`src/design/bpsel_pkg.sv`:
```
// Shared constants, codes, state type and cell control structures for the profile selector.
package bpsel_pkg;

   localparam int MAX_PROFILES_DEF = 16;
   localparam int BW_BITS_DEF      = 32;

   localparam int CMD_W     = 2;
   localparam int IN_IDX_W  = 8;
   localparam int OUT_IDX_W = 4;
   localparam int STATUS_W  = 2;
   localparam int CFG_W     = 8;

   localparam logic [CFG_W-1:0] CONSISTENCY_RESET = 8'd2;

   localparam logic [CMD_W-1:0] CMD_CLEAR  = 2'd0;
   localparam logic [CMD_W-1:0] CMD_ADD    = 2'd1;
   localparam logic [CMD_W-1:0] CMD_DECIDE = 2'd2;
   localparam logic [CMD_W-1:0] CMD_NOP    = 2'd3;

   localparam logic [STATUS_W-1:0] STATUS_OK    = 2'd0;
   localparam logic [STATUS_W-1:0] STATUS_EMPTY = 2'd1;
   localparam logic [STATUS_W-1:0] STATUS_FULL  = 2'd2;

   typedef enum logic [1:0] {
      ST_IDLE,
      ST_COMPARE,
      ST_RESOLVE
   } bpsel_state_type;

   typedef struct packed {
      logic compare;
      logic insert;
      logic overwrite;
   } cell_ctrl_type;

   typedef struct packed {
      logic valid;
      logic le;
      logic eq;
   } cell_link_type;

endpackage

```
`src/design/bpsel_cell.sv`:
```
// One table cell: holds one sorted entry, compares it against the keys and shifts on insert.
module bpsel_cell
   import bpsel_pkg::*;
#(
   parameter int POS          = 0,
   parameter int MAX_PROFILES = MAX_PROFILES_DEF,
   parameter int BW_BITS      = BW_BITS_DEF
)(
   input  logic                              clock,
   input  logic                              reset,
   input  cell_ctrl_type                     ctrl,
   input  logic [$clog2(MAX_PROFILES+1)-1:0] count,
   input  logic [BW_BITS-1:0]                match_key,
   input  logic [BW_BITS-1:0]                limit_key,
   input  logic [$clog2(MAX_PROFILES)-1:0]   new_idx,
   input  logic [BW_BITS-1:0]                prev_bw,
   input  logic [$clog2(MAX_PROFILES)-1:0]   prev_idx,
   input  cell_link_type                     prev_link,
   input  cell_link_type                     next_link,
   output logic [BW_BITS-1:0]                bw,
   output logic [$clog2(MAX_PROFILES)-1:0]   idx,
   output cell_link_type                     link,
   output logic [$clog2(MAX_PROFILES)-1:0]   sel_idx,
   output logic                              up_step,
   output logic                              down_step
);
   localparam int IW = $clog2(MAX_PROFILES);
   localparam int CW = $clog2(MAX_PROFILES + 1);

   logic [BW_BITS-1:0] bw_ff, bw_in;
   logic [IW-1:0]      idx_ff, idx_in;
   logic               eq_ff, eq_in;
   logic               le_ff, le_in;
   logic               valid;
   logic               sel;

   assign valid = CW'(POS) < count;

   always_comb begin
      eq_in = eq_ff;
      le_in = le_ff;
      if (ctrl.compare) begin
         eq_in = valid && (bw_ff == match_key);
         le_in = valid && (bw_ff <= limit_key);
      end
   end

   always_comb begin
      bw_in  = bw_ff;
      idx_in = idx_ff;
      if (ctrl.insert && !le_ff) begin
         if (prev_link.le) begin
            bw_in  = match_key;
            idx_in = new_idx;
         end else if (prev_link.valid) begin
            bw_in  = prev_bw;
            idx_in = prev_idx;
         end
      end
      if (ctrl.overwrite && eq_ff) begin
         idx_in = new_idx;
      end
   end

   always_ff @(posedge clock) begin
      if (reset) begin
         eq_ff <= 1'b0;
         le_ff <= 1'b0;
      end else begin
         eq_ff <= eq_in;
         le_ff <= le_in;
      end
   end

   always_ff @(posedge clock) begin
      bw_ff  <= bw_in;
      idx_ff <= idx_in;
   end

   assign sel       = le_ff && !next_link.le;
   assign bw        = bw_ff;
   assign idx       = idx_ff;
   assign link      = '{valid: valid, le: le_ff, eq: eq_ff};
   assign sel_idx   = sel ? idx_ff : '0;
   assign up_step   = sel && prev_link.eq;
   assign down_step = sel && next_link.eq;

endmodule

```
`config.mk`:
```
export PLATFORM = sky130hd
export DESIGN_NAME = bpsel_cell
export DESIGN_NICKNAME = d
export VERILOG_FILES = /design/src/design/bpsel_pkg.sv /design/src/design/bpsel_cell.sv
export SDC_FILE = /design/constraint.sdc
export NUM_CORES = 1
export LEC_CHECK = 0
export ABC_CLOCK_PERIOD_IN_PS = 4750
export BUFFER_PORTS_ARGS = -buffer_cell sky130_fd_sc_hd__buf_2
export CAP_MARGIN = 20
export CORE_UTILIZATION = 35
export DETAILED_ROUTE_END_ITERATION = 16
export HOLD_SLACK_MARGIN = 0.03
export PLACE_DENSITY = 0.63
export SYNTH_ARGS = -nofsm -noshare
export SYNTH_HDL_FRONTEND = slang
export SYNTH_SLANG_ARGS = --single-unit
```
`constraint.sdc`:
```
create_clock -name clock -period 4.75 [get_ports clock]
set_input_delay 0 -clock clock [delete_from_list [all_inputs] [get_ports clock]]
set_output_delay 0 -clock clock [all_outputs]
set_load 0.02 [all_outputs]
```
==> results list <==
- Result of the run: finished clean
- Worst endpoint required time: 4.94 ns
* Boundary pin count: 165
- CTS built an H-tree with a depth of 2.
- Most instantiated cells after synthesis: 36 x sky130_fd_sc_hd__edfxtp_1, 36 x sky130_fd_sc_hd__mux2_2, 32 x sky130_fd_sc_hd__ha_1, 32 x sky130_fd_sc_hd__inv_1, 32 x sky130_fd_sc_hd__xnor2_1
- The min-delay analysis places its worst path in the category in -> reg.
- Category of the critical setup timing path: reg -> reg
- At the pin with the least slew margin, the transition time is 0.848 ns.
- Type of element capturing the critical path: flop
- Clock-pin slew was measured on the worst setup and hold paths at 0.08 ns.
- Number of distinct library cells after synthesis: 32
- Quantity of I/O buffers inserted on ports: 163
* Seq/Total Area, Yosys: 0.396
- The worst-case IR drop observed on VDD is 0.116 mV.
- Endpoint with the worst hold slack: bw[8]$_DFFE_PP_
- Counting instances, the worst hold path has a depth of 2.
- For this design, the sink count on the clock tree is 38.
- The floorplan step set the die height to 92.0 um.
- Using the TritonRoute via totals, the vias-per-cell ratio works out to 4.71.
- The number of global-route vias before repair came to 2792.
- Number of antenna violations at the first check in global routing: 0
- For the worst flop-to-flop path, the logic depth is 5.
- In the finished design, the share of the clock period the worst path needs comes to 0.419.
* Worst-Skew Late Latency: 0.29 ns
- Number of gates resized after cts: 0
* Final-stage net count: 618
- After global routing the overflow that remains totals 0.
- The number of antenna diodes in the final layout is 0.
- Total GRT Usage: 0.200
- Setup violations remaining at the end of the flow were counted as 0.
* DR iter-0 viols: 43
- Startpoint of the worst register-to-register path: bw[14]$_DFFE_PP_
- F_max: 502 MHz
- Hold Buf Count CTS: 40
* Pins over their slew limit: 0
- Dividing total power by cell area gives a power density of 221 nW/um2.
* Count of unresolved DRC violations after routing: 0
- In this run the static leakage power is 2.02 nW.
- TritonCTS buffer count: 5
- Synth top area cells: sky130_fd_sc_hd__edfxtp_1 38%, sky130_fd_sc_hd__mux2_2 14%, sky130_fd_sc_hd__ha_1 14%
- Cell chosen for the clock root: sky130_fd_sc_hd__clkbuf_8
- Register area: 1120 um2
- Number of register bits inferred by synthesis: 38
- Overall Power: 0.945 mW
- Startpoint types: flop
- The floorplan step set the die width to 92.0 um.
- The clock passes through at most 2 buffers.
- The first global-routing pass estimated 13.0 mm of wire.
* Core ar.: 7770 um2
- Initial core utilization: 0.365
- In this run the critical register-to-register path is captured at le_ff$_SDFFE_PP0P_.
- Overall die area: 8460 um2
- Top_reg_cell synth: sky130_fd_sc_hd__edfxtp_1
- Yosys mapped a number of flops with a built-in enable equal to 36.
- Along the worst path, the maximum fanout reaches 4.
- Routed wire length per instance: 14.6 um
* Async set-or-reset flop fraction in the synthesized netlist: 0
- Setup total negative slack on the finished layout was measured at 0 ns.
- Number of rows in the core area: 32
* Total of warnings raised by yosys: 0
* Top cell type by total area after synthesis: sky130_fd_sc_hd__edfxtp_1
* Min cycle time layout: 1.99 ns
* Max-cap violations: 0
* Util after Layout: 0.550
- Drt total wl: 8.29 mm
* Count of nets left with antenna violations after detail routing: 0
* Layout-stage area growth over the synthesis result: 50.7%
- The HPWL after detailed placement is 6.43 mm.
- Post-CTS setup buffer count: 0
- Dividing the synthesized area by the synthesized cell count gives 10.9 um2.
- Worst Hold Slack: 0.0389 ns
* Arrival time of the worst setup path: 2.18 ns
- Total count of hold-check failures in the final report: 0
* Filler cell count in the final layout: 713
* Layout cells sized above 1: 0.452
- Measured against its own limit, the worst slew margin works out to 0.435.
- Placer's final routability congestion estimate: 0.778
* Mapped Nets: 411
* RSZ-0062 raised after global routing: no
- After technology mapping, the gate count stands at 259.
- The startpoint identified for the worst hold timing path is match_key[8].
- TritonCTS built the clock tree.
- Across the routed clock network, the largest skew measured is 0.00729 ns.
* Fraction of synthesized cell area taken by the top area cell type: 0.381
* Initial DRT Pass Iterations: 4
- The detailed router placed 2682 vias in this run.
- Largest net degree at the start of global routing: 35
* Cell area after synthesis: 2830 um2
* Total area of multi-input combinational cells: 1560 um2
- Internal reg-to-reg setup slack: 2.76 ns
==> where the power goes <==
| part | internal, mW | switching [mW] | leakage [nW] |
|---|---|---|---|
| combinational | 0.151 | 0.142 | 1.61 |
| clock | 0.117 | 0.115 | 0.0482 |
| sequential | 0.398 | 0.0209 | 0.357 |
==> cell type report <==
cell class / count / share of cell area
multi-input cells: 182 / 0.364
repair buffers: 207 / 0.294
flip-flops and latches: 38 / 0.262
well taps: 102 / 0.0299
inverters: 32 / 0.0281
clock buffers: 7 / 0.0202
clock inverters: 1 / 0.00117
==> registers in the layout (all words and copies together), names as in the netlist <==
| register | cells |
|---|---|
| bw | 32 |
| eq_ff | 1 |
| idx | 4 |
| le_ff | 1 |
==> placed cells by master (no fill, tap or decap), types with 2 or more instances in the layout <==
cell type                       synthesis  routed
sky130_fd_sc_hd__o21ai_0                4       4
sky130_fd_sc_hd__xnor2_1               32      32
sky130_fd_sc_hd__nor2_1                 8       8
sky130_fd_sc_hd__nand4_1               15      15
sky130_fd_sc_hd__nand2_1               11      11
sky130_fd_sc_hd__nor2b_1                2       2
sky130_fd_sc_hd__nor4_1                 4       4
sky130_fd_sc_hd__a21o_1                 2       2
sky130_fd_sc_hd__buf_2                  3     163
sky130_fd_sc_hd__mux2_2                36      36
sky130_fd_sc_hd__clkbuf_8               0       6
sky130_fd_sc_hd__and2_1                 6       6
sky130_fd_sc_hd__dlygate4sd3_1          0      42
sky130_fd_sc_hd__dfxtp_1                2       2
sky130_fd_sc_hd__inv_1                 32      32
sky130_fd_sc_hd__edfxtp_1              36      36
sky130_fd_sc_hd__nand3_1                3       3
sky130_fd_sc_hd__a21oi_1               14      14
sky130_fd_sc_hd__ha_1                  32      32
==> stage by stage <==
step | setup slack (ns) | cells | area, um2
final | 2.76 | 569 | 4270
after CTS | 2.47 | 566 | 4240
after global placement | 2.19 | 518 | 3750
after detailed placement | 2.17 | 518 | 3750
after global routing | 2.59 | 569 | 4270
after floorplan | 1.44 | 259 | 2830
==> metal layers <==
metal / routed length (um) / part of all wire / track usage / vias to the layer above
met4: 172 / 0.021 / 0.0625 / 0
met1: 3380 / 0.41 / 0.226 / 1214
li1: - / - / - / 1342
met3: 530 / 0.064 / 0.0423 / 16
met5: 0 / 0 / 0 / -
met2: 4200 / 0.51 / 0.373 / 110
==> worst max path at each step <==
stage,from,to,cells after the start
2_1_floorplan,le_ff$_SDFFE_PP0P_,idx[0]$_DFFE_PP_,2
3_3_place_gp,prev_link[1],bw[6]$_DFFE_PP_,4
3_5_place_dp,prev_link[1],bw[8]$_DFFE_PP_,4
4_1_cts,prev_link[1],bw[8]$_DFFE_PP_,4
5_1_grt,bw[14]$_DFFE_PP_,le_ff$_SDFFE_PP0P_,5
6_report,bw[14]$_DFFE_PP_,le_ff$_SDFFE_PP0P_,5
==> kinds of logic after synthesis <==
group           synth area share
simple gates              0.0998
buf+inv                   0.0570
flops                      0.396
mux                        0.143
xor+xnor                  0.0989
fa+ha+maj                  0.141
compound gates            0.0645
==> worst max-delay path, cell delays in order (launching register included) <==
cell and delay [ns]:
sky130_fd_sc_hd__edfxtp_1 0.44, sky130_fd_sc_hd__ha_1 0.36, sky130_fd_sc_hd__nand4_1 0.16, sky130_fd_sc_hd__a2111oi_0 0.61
sky130_fd_sc_hd__o311a_1 0.27, sky130_fd_sc_hd__o21ai_2 0.05
No activity file was read; power rests on OpenSTA's default activity.
